==> src/rtl/llrd_pkg.sv <==
`default_nettype none

package llrd_pkg;

    localparam int MAX_ENTRIES = 65536;
    localparam int IDX_W       = 17;
    localparam int ADDR_W      = $clog2(MAX_ENTRIES);

    localparam logic [IDX_W-1:0] MAX_IDX           = IDX_W'(MAX_ENTRIES);
    localparam logic [IDX_W-1:0] NUM_ENTRIES_RESET = IDX_W'(65536);

    localparam logic OP_REBUILD = 1'b0;
    localparam logic OP_REMOVE  = 1'b1;

    typedef struct packed {
        logic lookup;       // read both link stores at the accepted indices
        logic link;         // join the survivors and load the result register
        logic sweep_start;  // latch the entry count and restart the sweep counter
        logic sweep_step;   // write one entry of the fresh list
    } llrd_cmd_t;

    typedef struct packed {
        logic count_zero;   // the next rebuild would write nothing
        logic sweep_last;   // the sweep is on its last entry
    } llrd_status_t;

    // Entry k lives at memory address k-1
    function automatic logic [ADDR_W-1:0] idx_to_addr(input logic [IDX_W-1:0] idx);
        logic [IDX_W-1:0] off;
        off = idx - IDX_W'(1);
        return off[ADDR_W-1:0];
    endfunction

endpackage

`default_nettype wire

==> src/rtl/llrd_ctrl.sv <==
`default_nettype none

module llrd_ctrl (
    input  wire logic                    clk,
    input  wire logic                    rst_n,
    input  wire logic                    item_valid,
    input  wire logic                    item_operation,
    output logic                         item_ready,
    output logic                         result_valid,
    input  wire logic                    result_ready,
    input  wire llrd_pkg::llrd_status_t  status,
    output llrd_pkg::llrd_cmd_t          cmd
);

    typedef enum logic [1:0] {
        ST_IDLE,
        ST_LINK,
        ST_SWEEP
    } state_t;

    state_t state_reg;
    state_t state_next;
    logic   out_valid_reg;
    logic   out_valid_next;
    logic   item_accept;

    assign item_ready  = (state_reg == ST_IDLE);
    assign item_accept = item_valid && item_ready;

    always_comb
    begin
        state_next     = state_reg;
        out_valid_next = out_valid_reg && !result_ready;
        cmd            = '0;
        unique case (state_reg)
            ST_IDLE:
            begin
                if (item_accept)
                begin
                    if (item_operation == llrd_pkg::OP_REMOVE)
                    begin
                        cmd.lookup = 1'b1;
                        state_next = ST_LINK;
                    end
                    else if (!status.count_zero)
                    begin
                        cmd.sweep_start = 1'b1;
                        state_next      = ST_SWEEP;
                    end
                end
            end
            ST_LINK:
            begin
                // Hold the read data until the result register frees up
                if (!out_valid_reg || result_ready)
                begin
                    cmd.link       = 1'b1;
                    out_valid_next = 1'b1;
                    state_next     = ST_IDLE;
                end
            end
            ST_SWEEP:
            begin
                cmd.sweep_step = 1'b1;
                if (status.sweep_last)
                begin
                    state_next = ST_IDLE;
                end
            end
            default:
            begin
                state_next = ST_IDLE;
            end
        endcase
    end

    always_ff @(posedge clk or negedge rst_n)
    begin
        if (!rst_n)
        begin
            state_reg     <= ST_IDLE;
            out_valid_reg <= 1'b0;
        end
        else
        begin
            state_reg     <= state_next;
            out_valid_reg <= out_valid_next;
        end
    end

    assign result_valid = out_valid_reg;

`ifndef SYNTHESIS
    a_result_from_link: assert property (@(posedge clk) disable iff (!rst_n)
        $rose(out_valid_reg) |-> $past(state_reg == ST_LINK))
        else $error("result word appeared without a link step");

    a_link_delivers: assert property (@(posedge clk) disable iff (!rst_n)
        (state_reg == ST_LINK && (!out_valid_reg || result_ready)) |=>
            (out_valid_reg && state_reg == ST_IDLE))
        else $error("link step did not load a result word");

    a_sweep_nonempty: assert property (@(posedge clk) disable iff (!rst_n)
        (state_reg == ST_IDLE && item_accept && item_operation == llrd_pkg::OP_REBUILD &&
         status.count_zero) |=> (state_reg == ST_IDLE))
        else $error("sweep entered with an empty list");
`endif

endmodule

`default_nettype wire

==> config.mk <==
export PLATFORM = sky130hd
export DESIGN_NAME = llrd_ctrl
export DESIGN_NICKNAME = d
export VERILOG_FILES = /design/src/rtl/llrd_pkg.sv /design/src/rtl/llrd_ctrl.sv
export SDC_FILE = /design/constraint.sdc
export NUM_CORES = 1
export LEC_CHECK = 0
export ABC_AREA = 1
export BUFFER_PORTS_ARGS = -buffer_cell sky130_fd_sc_hd__buf_2
export CAP_MARGIN = 0
export CORE_AREA = 5 5 42 44
export DETAILED_ROUTE_END_ITERATION = 8
export DIE_AREA = 0 0 47 49
export GPL_TIMING_DRIVEN = 0
export PLACE_DENSITY = 0.32
export SLEW_MARGIN = 30
export SYNTH_ARGS = -nofsm -noshare
export SYNTH_HDL_FRONTEND = slang
export SYNTH_SLANG_ARGS = --single-unit
==> constraint.sdc <==
create_clock -name clk -period 1.4 [get_ports clk]
set_input_delay 0.07 -clock clk [delete_from_list [all_inputs] [get_ports clk]]
set_output_delay 0.07 -clock clk [all_outputs]
set_load 0.02 [all_outputs]
# After elaboration in Yosys (flattened, before gate mapping)
# Index checks and enable logic that the tools add are counted.
# W data, S select, Z words.
[word_totals] regBits=3 inputBits=7 output_inout_bits=6 wordCells=33
[op_classes] n_eq_ne=6 n_mux=18 reduce_logical=7
[ops] cell="$mux W1" count=12
[ops] cell="$mux W2" count=5
[ops] cell="$pmux W2 S3" count=1
[ops] cell="$ne A2 B2 Y1 const B" count=2
[ops] cell="$reduce_and A4 Y1" count=1
[ops] cell="$ne A3 B3 Y1 const B" count=1
[ops] cell="$eq A2 B1 Y1 const B" count=1
[ops] cell="$eq A2 B2 Y1 const B" count=1
[ops] cell="$logic_and A1 B1 Y1" count=2
[ops] cell="$logic_not A1 Y1" count=2
[ops] cell="$logic_not A2 Y1" count=1
[ops] cell="$ne A2 B1 Y1 const B" count=1
[ops] cell="$logic_or A1 B1 Y1" count=1

# Longest topological paths before layout
# Gate-level depths: netlist (run 1).
[depth] depth_word=4 ltp_mapped=4 ltp_nobuf=4

# Worst setup path after synthesis (run 1)
# No wires, ideal clock.
[synth_path] kind="register -> output" startpoint="register state_reg[1]" endpoint="output cmd[1] in the netlist's numbering" arrival_time_ns=0.949 required_ns=1.330 setup_slack_ns=0.381 stages_incl_launch_ff=4 path_buffers=0 path_cell_list="dfrtp_1 nor2_2 nand3_1 inv_1"
[synth_rtl] item="from (decl)" line="llrd_ctrl.sv:21" text="state_t state_reg;"
[synth_rtl] item="from (signal assigned)" line="llrd_ctrl.sv:86" text="state_reg <= state_next;"
[synth_rtl] item="to (decl)" line="llrd_ctrl.sv:12" text="output llrd_pkg::llrd_cmd_t cmd"

==> flow_summary_export.csv, run 1 <==
group,metric,value,unit
global_route,grt_pass1_vias,193,
cts,numCtsBuffers,3,
logic_synthesis,syn_avg_cell_area,7.13,sq um
route,routed_wl,387,microns
power_and_ir_drop,p_leak,0.175,nW
timing,maxSlewViolCount,0,
floorplanning,placementRows,14,
power_and_ir_drop,vdd_ir_drop_max,0.336,mV
worst_setup_path,arrival,1.09,ns
floorplanning,fp.dieW,47,microns
layout,syn2layout_area_growth,71.0,%
logic_synthesis,yosysTopAreaCellShare,45.8,%
timing,fin_crit_sh,82.5,%
worst_setup_path,rr_endpoint,"result_valid",
cts,cts_tree,"done",
floorplanning,die_h,49,microns
place,place_congestion,0.556,
place,hpwlAfterDp,332,microns
timing,max_freq,866,MHz
logic_synthesis,synth_top_cell_by_area,"dfrtp_1",
worst_setup_path,worst-path-stages,4,
worst_setup_path,worstPathBufferInverterCount,2,
route,drc,0,
logic_synthesis,synth_cells,23,
worst_setup_path,reg2reg_from,"state_reg[0]",
layout,largest_register_ffs,2,
worst_setup_path,worstPathRequired,1.33,ns
route,ant_nets,0,
worst_setup_path,crit_chain,"nor2_2 > nand3_1 > inv_1 > buf_2",
run_status,status,"finished clean",
global_route,overflow,0,
layout,antenna_cells,0,
global_route,grt_pass1_wl,683,microns
worst_setup_path,cpMaxStageDelayCell,"dfrtp_1",
worst_setup_path,endpoint_kind,"primary output",
power_and_ir_drop,finalPower,0.338,mW
route,vias,180,
worst_setup_path,worst-path-max-fanout,3,
timing,hold_viol,0,
logic_synthesis,synth-warning-count,0,
worst_setup_path,worstRegToRegCells,4,
logic_synthesis,seq_area_frac_synth,45.8,%
global_route,grt_max_degree,4,
logic_synthesis,syn_nets,30,
cts,cts-resized-gates,0,
route,drt_iter0_markers,3,
logic_synthesis,ys_seq_elements,3,
global_route,antenna_found_initial,0,
floorplanning,core,0.00140,sq mm
timing,setup_violations,0,
timing,finClkSkew,0.00204,ns
worst_setup_path,worstSetupEndpoint,"cmd[1]",
logic_synthesis,synth_top_cells_by_area,"dfrtp_1 (46%), nor2_2 (15%), inv_1 (11%), nand2_1 (9.2%), nand3_1 (6.1%)",
floorplanning,dieArea,0.00230,sq mm
timing,slew_headroom,88.8,%
timing,rsz0062_at_grt,"false",
worst_setup_path,startpoint,"state_reg[1]",
timing,fin_crit,1.16,ns
worst_setup_path,cp-start-kind,"flop",
flow_run,cap_violations,0,
layout,drive_above_1_share,52.5,%
floorplanning,ios,13,
cts,cts.sinks,3,
worst_setup_path,cp_top_family,"flip-flops",
layout,layout.nets,48,
floorplanning,start_util,11.7,%
logic_synthesis,syn-cell-area,164,sq um
route,first_pass_iters,2,
power_and_ir_drop,power_per_cell_area,1200,mW/mm^2
route,routedWlPerCell,6.91,microns
timing,fin_tns_setup,0,ns
worst_hold_path,min_path_type,"in -> reg",
worst_setup_path,regToRegSetupSlack,0.62,ns
worst_setup_path,worst-setup-path-type,"reg -> out",
global_route,grt.total_usage,4.37,%
cts,clkTransAtPathRegs,0.04,ns
cts,clk-insertion-delay-late,0.23,ns
cts,cts_root_buffer,"clkbuf_4",
cts,cts_buffer_depth,2,
logic_synthesis,yosysUniqueCellTypes,8,
timing,worstMarginPinSlew,0.166,ns
place,portBuffers,12,
route,vias_per_cell,3.21,
cts,h-tree-depth,1,
worst_setup_path,max_stage_delay,0.40,ns
[worst min path at each step]
stage / slack, ns / start / cells after the start / endpoint
4_1_cts: 0.06 / result_ready / 2 / result_valid
3_3_place_gp: -0.13 / rst_n / 1 / result_valid
2_1_floorplan: -0.23 / rst_n / 0 / result_valid
6_report: 0.07 / result_ready / 2 / result_valid
3_5_place_dp: -0.13 / rst_n / 1 / result_valid
5_1_grt: 0.07 / result_ready / 2 / result_valid
[power breakdown]
| group | leakage [nW] | switching, mW | internal, mW |
|---|---|---|---|
| clock network | 0.0150 | 0.0410 | 0.107 |
| logic | 0.121 | 0.0536 | 0.0311 |
| registers | 0.0393 | 0.00819 | 0.0972 |
| total | 0.175 | 0.103 | 0.235 |
[synth_stat cells]
library cell / count
inv_2: 2
nor2_2: 4
nand3_1: 2
nor2_1: 2
o21ai_0: 1
dfrtp_1: 3
nand2_1: 4
inv_1: 5
[placed cells by master (no fill, tap or decap)]
master         count
nor2_1             2
inv_2              2
clkbuf_1           1
buf_2             12
nor2_2             4
o21ai_0            1
dfrtp_1            3
dlygate4sd3_1      1
inv_1              5
nand3_1            2
clkbuf_4           3
nand2_1            4
[layer usage]
layer  vias up  global-route usage [%]  share of wire [%]
li1         98                       -                  -
met1        75                    4.63                 40
met2         7                    5.88                 49
met3         0                    2.21                 10
met4         0                    4.15                  0
met5         -                       0                  0
[kinds of logic (layout without fill, tap and decap cells)]
logic type	count (synthesis)	count (layout)	share of synthesized area, %
AOI/OAI and AO/OA	1	1	3.05
buffers and inverters	7	24	16.0
DFF	3	3	45.8
and+or+nand+nor	12	12	35.1
[stage by stage]
step / hold slack [ns] / utilization [%] / area, sq um / std cells / worst slack (ns)
6_report: 0.0682 / 20.0 / 280 / 56 / 0.245
5_1_grt: 0.0746 / 20.0 / 280 / 56 / 0.121
4_1_cts: 0.0603 / 20.0 / 280 / 56 / 0.214
3_5_place_dp: -0.133 / 17.4 / 244 / 51 / 0.472
3_3_place_gp: -0.130 / 17.4 / 244 / 51 / 0.459
2_1_floorplan: -0.226 / - / 164 / 23 / 0.381
[area by class of cell]
class / instances / area, sq um
clock buffers: 4 / 26.3
well taps: 16 / 20.0
flip-flops and latches: 3 / 75.1
multi-input cells: 13 / 62.6
inverters: 7 / 26.3
repair buffers: 13 / 70.1
fillers: 170 / 1120
[timing repair]
action / CTS / global route
buffers inserted: 0 / 0
hold endpoints to repair: 3 / 0
hold buffers: 1 / 0
(Power assumes the default switching activity.)
==> run 2: changes to the inputs <==
Clock period 1.4 ns to 1.2 ns, I/O delays scaled along.
==> flow_summary_export.csv, run 2 (same netlist as run 1, synthesis figures left out) <==
group,metric,value,unit
floorplanning,start_util,11.7,%
worst_setup_path,worstPathRequired,1.14,ns
layout,layout_common_cells,"buf_2 (9), inv_1 (5), nand2_1 (4)",
worst_setup_path,worst-path-max-fanout,3,
cts,cts_buffer_depth,2,
worst_setup_path,arrival,1.07,ns
timing,fin_tns_setup,0,ns
global_route,grt.total_usage,4.37,%
worst_hold_path,min_path_type,"in -> reg",
floorplanning,die_h,49,microns
worst_setup_path,cp_top_family,"flip-flops",
layout,largest_register_ffs,2,
global_route,grt_pass1_vias,193,
power_and_ir_drop,vdd_ir_drop_max,0.392,mV
power_and_ir_drop,p_int,0.283,mW
floorplanning,dieArea,0.00230,sq mm
floorplanning,ios,13,
cts,cts_root_buffer,"clkbuf_4",
power_and_ir_drop,power_per_cell_area,1340,mW/mm^2
route,routed_wl,395,microns
layout,layout.nets,48,
cts,numCtsBuffers,3,
route,routedWlPerCell,7.05,microns
run_status,status,"finished clean",
layout,antenna_cells,0,
layout,final_common_cell,"buf_2",
cts,clk-insertion-delay-late,0.23,ns
power_and_ir_drop,switching_share,30.7,%
route,highest_layer,"met3",
route,ant_nets,0,
route,wl_met1,160,microns
timing,max_freq,888,MHz
power_and_ir_drop,pwr-share-clk,42.2,%
layout,fill_cells,169,
floorplanning,placementRows,14,
place,portBuffers,12,
layout,syn2layout_area_growth,86.3,%
cts,post_cts.repair.setup_buffers,0,
power_and_ir_drop,p_switching,0.125,mW
flow_run,cap_violations,0,
cts,h-tree-depth,1,
cts,clkTransAtPathRegs,0.04,ns
layout,multi_input_area,77.6,sq um
global_route,grt_max_degree,4,
global_route,overflow,0,
timing,worstMarginPinSlew,0.151,ns
timing,finClkSkew,0.00204,ns
timing,fin_ws,0.0733,ns
timing,slew_headroom,89.8,%
timing,setup_violations,0,
cts,cts.sinks,3,
route,first_pass_iters,4,
global_route,antenna_found_initial,0,
route,wl_met2,194,microns
route,vias_per_cell,3.27,
worst_setup_path,max_stage_delay,0.43,ns
route,drt_iter0_markers,5,
place,place_ws,0.282,ns
timing,fin_crit_sh,93.9,%
cts,cts_tree,"done",
layout,final_util,21.8,%
timing,rsz0062_at_grt,"true",
power_and_ir_drop,combPwrFrac,26.9,%
power_and_ir_drop,p_leak,0.177,nW
power_and_ir_drop,seqPwrFrac,30.9,%
layout,seqCellArea,77.6,sq um
timing,fin_crit,1.13,ns
worst_setup_path,cp-start-kind,"flop",
timing,maxSlewViolCount,0,
route,met3_length,40,microns
place,hpwlAfterDp,332,microns
worst_setup_path,worst-setup-path-type,"reg -> out",
worst_setup_path,worstPathBufferInverterCount,2,
place,place_congestion,0.556,
worst_setup_path,endpoint_kind,"primary output",
timing,hold_ws,0.0501,ns
worst_setup_path,cpMaxStageDelayCell,"dfrtp_2",
floorplanning,core,0.00140,sq mm
timing,hold_viol,0,
worst_setup_path,crit_chain,"nor2_4 > nand3_2 > inv_1 > buf_4",
floorplanning,fp.dieW,47,microns
global_route,grt_pass1_wl,683,microns
layout,drive_above_1_share,62.5,%
route,drc,0,
route,vias,183,
-- run 2: cell types whose count changed in the layout (fill, tap and decap cells not counted), moves of 2 or more --
cell     previous run  this run
buf_2              12         9
buf_4               0         3
dfrtp_1             3         1
dfrtp_2             0         2
nand3_1             2         0
nand3_2             0         2
-- run 2: worst register-to-register path: stages, from the launching register on --
cell and delay, ns:
dfrtp_2 0.43, inv_2 0.06, nor2_2 0.04, inv_2 0.05, o21ai_0 0.08
-- run 2: metrics by stage --
step                      instance area (sq um)  power, mW  cells
after global routing                        305      0.440     56
after detailed placement                    244      0.222     51
after floorplan                             164      0.184     23
final                                       305      0.408     56
after global placement                      244      0.224     51
after CTS                                   280      0.405     56
-- run 2: repair_timing --
action,in CTS,in global routing
hold buffers,1,0
resized for setup,0,8
setup endpoints to repair,0,3
hold endpoints to repair,3,0
-- run 2: final cells by class --
| cell class | count | area share (%) |
|---|---|---|
| Sequential cell | 3 | 25.4 |
| Clock buffer | 4 | 8.61 |
| Tap cell | 16 | 6.56 |
| Inverter | 7 | 8.61 |
| Timing Repair Buffer | 13 | 25.4 |
| Multi-Input combinational cell | 13 | 25.4 |
-- run 2: worst paths after layout --
path	startpoint	end	slack, ns	cells after the start
max in group asynchronous	rst_n	state_reg[1]	0.92	2
hold / removal	result_ready	result_valid	0.05	2
setup reg to reg	state_reg[0]	result_valid	0.42	4
hold reg to reg	result_valid	result_valid	0.55	2
setup / recovery	state_reg[0]	cmd[1]	0.07	4
min in group asynchronous	rst_n	state_reg[0]	0.16	2
-- run 2: power by group through the flow --
stage | Combinational [mW] | Clock [mW] | Sequential (mW)
after floorplan | 0.0536 | 0 | 0.130
after global placement | 0.0994 | 0 | 0.125
after detailed placement | 0.0978 | 0 | 0.124
after CTS | 0.101 | 0.181 | 0.123
after global routing | 0.121 | 0.191 | 0.128
final | 0.110 | 0.172 | 0.126
-- run 2: routing by layer --
metal  global-route usage [%]  vias up
met3                     2.21        0
met2                     5.88        7
li1                         -       98
met4                     4.15        0
met5                        0        -
met1                     4.63       78
